<file path="config.mk">
export PLATFORM = sky130hd
export DESIGN_NAME = tlge_cell_rule
export DESIGN_NICKNAME = d
export VERILOG_FILES = /design/src/design/tlge_pkg.sv /design/src/design/tlge_cell_rule.sv
export SDC_FILE = /design/constraint.sdc
export NUM_CORES = 1
export LEC_CHECK = 0
export ABC_AREA = 1
export BUFFER_PORTS_ARGS = -buffer_cell sky130_fd_sc_hd__buf_2
export CAP_MARGIN = 20
export CORE_AREA = 2 2 39 41
export DETAILED_ROUTE_END_ITERATION = 10
export DIE_AREA = 0 0 41 43
export PLACE_DENSITY = 0.42
export SYNTH_ARGS = -nofsm -noshare
export SYNTH_HDL_FRONTEND = slang
export SYNTH_SLANG_ARGS = --single-unit
</file>
<file path="constraint.sdc">
create_clock -name vclk -period 3.7
set_clock_uncertainty 0.05 [all_clocks]
set_input_delay 0.37 -clock vclk [all_inputs]
set_output_delay 0.37 -clock vclk [all_outputs]
set_load 0.02 [all_outputs]
</file>
<file path="src/design/tlge_pkg.sv">
// ----------------------------------------------------------------------------
// tlge_pkg: shared types and constants for the toroidal life engine
// Grid size, request/response payloads, opcodes and sequencer states.
// ----------------------------------------------------------------------------
package tlge_pkg;

  localparam int GRID_SIDE = 128;
  localparam int ROW_W     = $clog2(GRID_SIDE);
  localparam int COORD_W   = 7;
  localparam int OP_W      = 2;

  localparam logic [OP_W-1:0] OP_WRITE = 2'd0;
  localparam logic [OP_W-1:0] OP_READ  = 2'd1;
  localparam logic [OP_W-1:0] OP_STEP  = 2'd2;

  localparam logic [3:0] BIRTH_COUNT = 4'd3;
  localparam logic [3:0] KEEP_LOW    = 4'd2;
  localparam logic [3:0] KEEP_HIGH   = 4'd3;

  typedef struct packed {
    logic [OP_W-1:0]    opcode;
    logic [COORD_W-1:0] cell_x;
    logic [COORD_W-1:0] cell_y;
    logic               write_value;
  } req_t;

  typedef struct packed {
    logic            read_value;
    logic [OP_W-1:0] finished_op;
  } rsp_t;

  // 3x3 window around one cell, column order {right, center, left}
  typedef struct packed {
    logic [2:0] up;
    logic [2:0] mid;
    logic [2:0] dn;
  } window_t;

  typedef enum logic [3:0] {
    ST_CLEAR,
    ST_IDLE,
    ST_ACCESS,
    ST_LOAD_UP,
    ST_LOAD_CUR,
    ST_LOAD_DN,
    ST_SWEEP,
    ST_WRITEBACK,
    ST_DONE
  } state_t;

endpackage

</file>
<file path="src/design/tlge_cell_rule.sv">
// ----------------------------------------------------------------------------
// tlge_cell_rule: B3/S23 next-state unit
// Counts the eight neighbors of one cell and applies the birth/survive rule.
// ----------------------------------------------------------------------------
module tlge_cell_rule (
  input  tlge_pkg::window_t win,
  output logic              alive
);
  import tlge_pkg::*;

  logic [3:0] live;

  assign live = 4'(win.up[0]) + 4'(win.up[1]) + 4'(win.up[2]) +
                4'(win.mid[0]) + 4'(win.mid[2]) +
                4'(win.dn[0]) + 4'(win.dn[1]) + 4'(win.dn[2]);

  assign alive = win.mid[1] ? ((live == KEEP_LOW) || (live == KEEP_HIGH))
                            : (live == BIRTH_COUNT);

endmodule

</file>
## Word-level counts from Yosys, hierarchy flattened

Cells that the tools add are included.

| storage, ports and cells | value |
|---|---|
| input bits | 9 |
| word-level logic and storage cells | 11 |
| register bits | 0 |
| output and inout port bits | 1 |

| cells by class | value |
|---|---|
| mux-type cells | 1 |
| $add $sub $neg | 7 |
| reductions and logical operators | 1 |
| equal/unequal tests | 2 |

Operator list:

| kind | number |
|---|---|
| $add 4x1->4 | 4 |
| $eq 4x2->1 const B | 2 |
| $add 3x1->4 | 1 |
| $add 2x1->3 | 1 |
| $add 1x1->2 | 1 |
| $logic_or 1x1->1 | 1 |
| $mux 1 | 1 |

## Depth between registers and ports, before layout

Gate-level depths: netlist of the first run.

| depth | value |
|---|---|
| word-level depth | 10 |
| mapped depth | 11 |
| mapped depth without buffers | 11 |

## Worst setup path after synthesis of the first run

Ideal clock, no wire load.

| timing path | value |
|---|---|
| path kind | in2out |
| start point | input port win[0] in the netlist's numbering |
| end point | output port alive |
| slack | 286 ps |
| stages | 9 |
| data arrival time | 2994 ps |
| required time | 3280 ps |
| path buffers | 0 |
| path through | inv_1 -> fa_1 -> fa_1 -> fa_1 -> inv_1 -> ha_1 -> fa_1 -> nand3_1 -> a21oi_1 |

| between the ends | value |
|---|---|
| longest elaborated chain between the ends | 6 |
| elaborated cells on any way between the ends | 7 |
| those cells by class | add/sub: 3; eq/ne: 2; mux: 1; reduce/logical: 1 |

RTL lines:

| element | RTL line | text |
|---|---|---|
| start, declared | tlge_cell_rule.sv:6 | `input tlge_pkg::window_t win,` |
| $add 4x1->4 * | tlge_cell_rule.sv:14 | `4'(win.mid[0]) + 4'(win.mid[2]) +` |
| $add 4x1->4 * (2 in series) | tlge_cell_rule.sv:15 | `4'(win.dn[0]) + 4'(win.dn[1]) + 4'(win.dn[2]);` |
| $eq 4x2->1 (on tied branches) | tlge_cell_rule.sv:17, tlge_cell_rule.sv:18 |  |
| $logic_or 1x1->1 | tlge_cell_rule.sv:17 | `assign alive = win.mid[1] ? ((live == KEEP_LOW) \|\| (live == KEEP_HIGH))` |
| $mux 1 * | tlge_cell_rule.sv:17 |  |
| end, declared | tlge_cell_rule.sv:7 | `output logic alive` |

Mark *: on every way between the ends. The rest lies on a longest branch, timed or not.

## Final worst setup path of the first run

Same ends and word-level chain as after synthesis.

==> results.cfg, run 1 <==
[outcome]
status = finished clean

[power_and_ir_drop]
p_per_area_nw_per_um2 = 230
leakage_nw = 0.180
ir_worst_vdd_v = 0.0000394

[synth]
synth_cells = 28
yosysWarnings = 0
avgSynthCellArea_um2 = 7.15
ys_seq_area_share_pct = 0
synth_area_leader_cell = fa_1
syn_area_um2 = 200
postSynthNetCount = 44
synthTopCellsByArea = fa_1, inv_1, ha_1
synth_cell_types = 6
yosysTopAreaCellShare_pct = 40.0
yosysMostFrequentCell = inv_1
yosys-top-cells-count = inv_1, fa_1, ha_1, nand2_1, nand3_1

[final_layout]
regArea_um2 = 0
final_layout_size_suffix_gt1_share_pct = 26.3
finalInstanceArea_um2 = 270
seq_cells = 0
antennaDiodeCount = 0
nClkBuffers = 0
syn_to_final_growth_pct = 35.0
nNetsFinal = 56

[timing]
rsz0062_at_grt = false
tns_ns = 0
fin_crit_ns = 3.48
hold_viol = 0
finalSetupViolations = 0
tightest_slew_ns = 0.116
slew_headroom_pct = 92.3
post-route-period-util_pct = 94.1
slew_viol_final = 0
holdWs_ns = 1.11
fmax_mhz = 287

[clock_tree]
cts_hold_repair.buffers = 0
post_cts_resized = 0
post_cts_buffers = 0

[die]
ioPinCount = 10
rows = 14
die_h_um = 43
dieArea_um2 = 1760
die_x_um = 41
start_util_pct = 14.5
core-area_um2 = 1380

[hold_path]
hp-start = win[4]
min_path_type = primary input to primary output

[placement]
hpwl_um = 296
gp_congestion = 0.628
placed_area_um2 = 270
portBuffers = 10

[detailed_routing]
routed_wl_um = 294
vias_per_cell = 3.26
vias = 176
wire_per_inst_um = 5.44
drc = 0
dr.first_iter.drc_count = 0
ant_nets = 0
firstDrtPassIters = 1

[critical_path]
critPathLaunchType = primary input
critPathRequiredTime_ns = 3.28
crit_start = win[0]
arrival_ns = 3.06
cp-end-kind = primary output
critPathKind = primary input to primary output
cp_max_fo = 2

[run]
maxCapViolations = 0

[global_routing]
antenna_found_initial = 0
grt_pass1_vias = 149
grt_pass1_wl_um = 496
grt_max_degree = 3
grt.overflow.total = 0
grtUsageTotal_pct = 3.72
routing by layer:
metal	part of all wire (%)	vias to the layer above	wire length [um]	track usage, %
met5	0	-	0	0
met1	47	74	139	4.53
met4	0	0	0	0
met3	11	0	31	0
li1	-	95	-	-
met2	42	7	123	7.19
final timing paths:
check                    to  depth (start not counted)
worst max-delay path  alive                         11
worst min-delay path  alive                          6
cell type report:
class                           count  area (um2)
Fill cell                         160        1110
Multi-Input combinational cell     13         144
Inverter                           15        56.3
Timing Repair Buffer               10        50.0
Tap cell                           16        20.0
cell usage in the layout, fill, tap and decap left out:
master,synthesis,layout
nand3_1,2,2
a21oi_1,1,1
nand2_1,3,3
ha_1,3,3
buf_2,0,10
fa_1,4,4
inv_1,15,15
through the flow:
step / util (%) / instances / worst slack, ns / total power, mW
2_1_floorplan: - / 28 / 0.286 / 0.0475
3_3_place_gp: 19.5 / 54 / 0.185 / 0.0641
3_5_place_dp: 19.5 / 54 / 0.196 / 0.0641
4_1_cts: 19.5 / 54 / 0.191 / 0.0645
5_1_grt: 19.5 / 54 / 0.0600 / 0.0772
6_report: 19.5 / 54 / 0.219 / 0.0622
report_power, final:
group	leakage, nW	internal, mW	switching (mW)
Combinational	0.180	0.0275	0.0347
Clock	0	0	0
Sequential	0	0	0
kinds of logic after synthesis:
kind of cell | count (synthesis) | share of synthesized area [%]
buf+inv | 15 | 28.1
fa+ha+maj | 7 | 58.8
simple gates | 5 | 10.6
compound gates | 1 | 2.50
critical path, stage by stage:
cell and delay (ns):
buf_2 0.07, inv_1 0.04, fa_1 0.55, fa_1 0.43, fa_1 0.49, inv_1 0.04
ha_1 0.20, fa_1 0.50, nand3_1 0.08, a21oi_1 0.11, buf_2 0.17
No activity file was read; power rests on OpenSTA's default activity.
==> inputs of run 2 (changes only) <==
Settings changed: RECOVER_POWER set to 25, REMOVE_ABC_BUFFERS set to 1.
==> results.cfg, run 2 (synthesized netlist as in run 1, its figures left out) <==
[outcome]
status = finished clean

[timing]
hold_viol = 0
tightest_slew_ns = 0.116
slew_headroom_pct = 92.3
rsz0062_at_grt = false
fin_crit_ns = 3.49
finalSetupViolations = 0
post-route-period-util_pct = 94.4
slew_viol_final = 0
fmax_mhz = 286
tns_ns = 0
holdWs_ns = 1.11

[run]
maxCapViolations = 0

[global_routing]
grtUsageTotal_pct = 3.72
antenna_found_initial = 0
grt_pass1_wl_um = 496
grt_pass1_vias = 149
grt_max_degree = 3
grt.overflow.total = 0

[placement]
gp_congestion = 0.628
hpwl_um = 296
placed_area_um2 = 270
portBuffers = 10

[power_and_ir_drop]
power_mw = 0.0623
ir_worst_vdd_v = 0.0000394
p_per_area_nw_per_um2 = 230
leakage_nw = 0.179

[critical_path]
cp-end-kind = primary output
critPathKind = primary input to primary output
arrival_ns = 3.07
critPathRequiredTime_ns = 3.28
endpoint = alive
cp_max_fo = 2
crit_start = win[0]
critPathLaunchType = primary input

[hold_path]
min_path_type = primary input to primary output
hold_depth = 6

[detailed_routing]
dr.first_iter.drc_count = 0
wire_per_inst_um = 5.43
routed_wl_um = 293
vias_per_cell = 3.26
drc = 0
ant_nets = 0
vias = 176
firstDrtPassIters = 1

[final_layout]
final_common_cell = inv_1
antennaDiodeCount = 0
nClkBuffers = 0
finalInstanceArea_um2 = 270
final_cell_mix = inv_1, buf_2, fa_1, nand2_1, ha_1
nNetsFinal = 56
syn_to_final_growth_pct = 35.0
final_layout_size_suffix_gt1_share_pct = 26.3
seq_cells = 0
regArea_um2 = 0

[die]
dieArea_um2 = 1760
core-area_um2 = 1380
ioPinCount = 10
start_util_pct = 14.5
die_x_um = 41
rows = 14
die_h_um = 43

[clock_tree]
post_cts_resized = 0
post_cts_buffers = 0
cts_hold_repair.buffers = 0
[run 2: area by class of cell]
cell class | count | area (um2)
Fill cell | 160 | 1110
Multi-Input combinational cell | 13 | 144
Inverter | 15 | 56.3
Timing Repair Buffer | 10 | 50.0
Tap cell | 16 | 20.0
[run 2: worst min-delay path by stage]
| stage | start | endpoint | slack (ns) |
|---|---|---|---|
| floorplan | win[4] | alive | 0.90 |
| global placement | win[4] | alive | 1.13 |
| detailed placement | win[4] | alive | 1.13 |
| CTS | win[4] | alive | 1.13 |
| global route | win[4] | alive | 1.18 |
| finish | win[4] | alive | 1.11 |
[run 2: routing by layer]
metal | global-route usage (%) | wire length (um) | vias to the layer above
met2 | 7.19 | 123 | 7
met1 | 4.53 | 138 | 74
met4 | 0 | 0 | 0
met3 | 0 | 31 | 0
met5 | 0 | 0 | -
li1 | - | - | 95
[run 2: per-stage QoR]
step | worst slack, ns | utilization [%] | instances
finish | 0.206 | 19.5 | 54
global route | 0.0427 | 19.5 | 54
CTS | 0.191 | 19.5 | 54
detailed placement | 0.196 | 19.5 | 54
global placement | 0.185 | 19.5 | 54
floorplan | 0.286 | - | 28
[run 2: critical path, cell delays in order]
cell and delay [ns]:
buf_2 0.07, inv_1 0.04, fa_1 0.55, fa_1 0.43, fa_1 0.49, inv_1 0.04
ha_1 0.20, fa_1 0.50, nand3_1 0.08, a21oi_1 0.11, clkbuf_2 0.18
[run 2: power by group]
| group | switching (mW) | internal, mW | total, mW |
|---|---|---|---|
| Clock | 0 | 0 | 0 |
| Sequential | 0 | 0 | 0 |
| Combinational | 0.0349 | 0.0274 | 0.0623 |
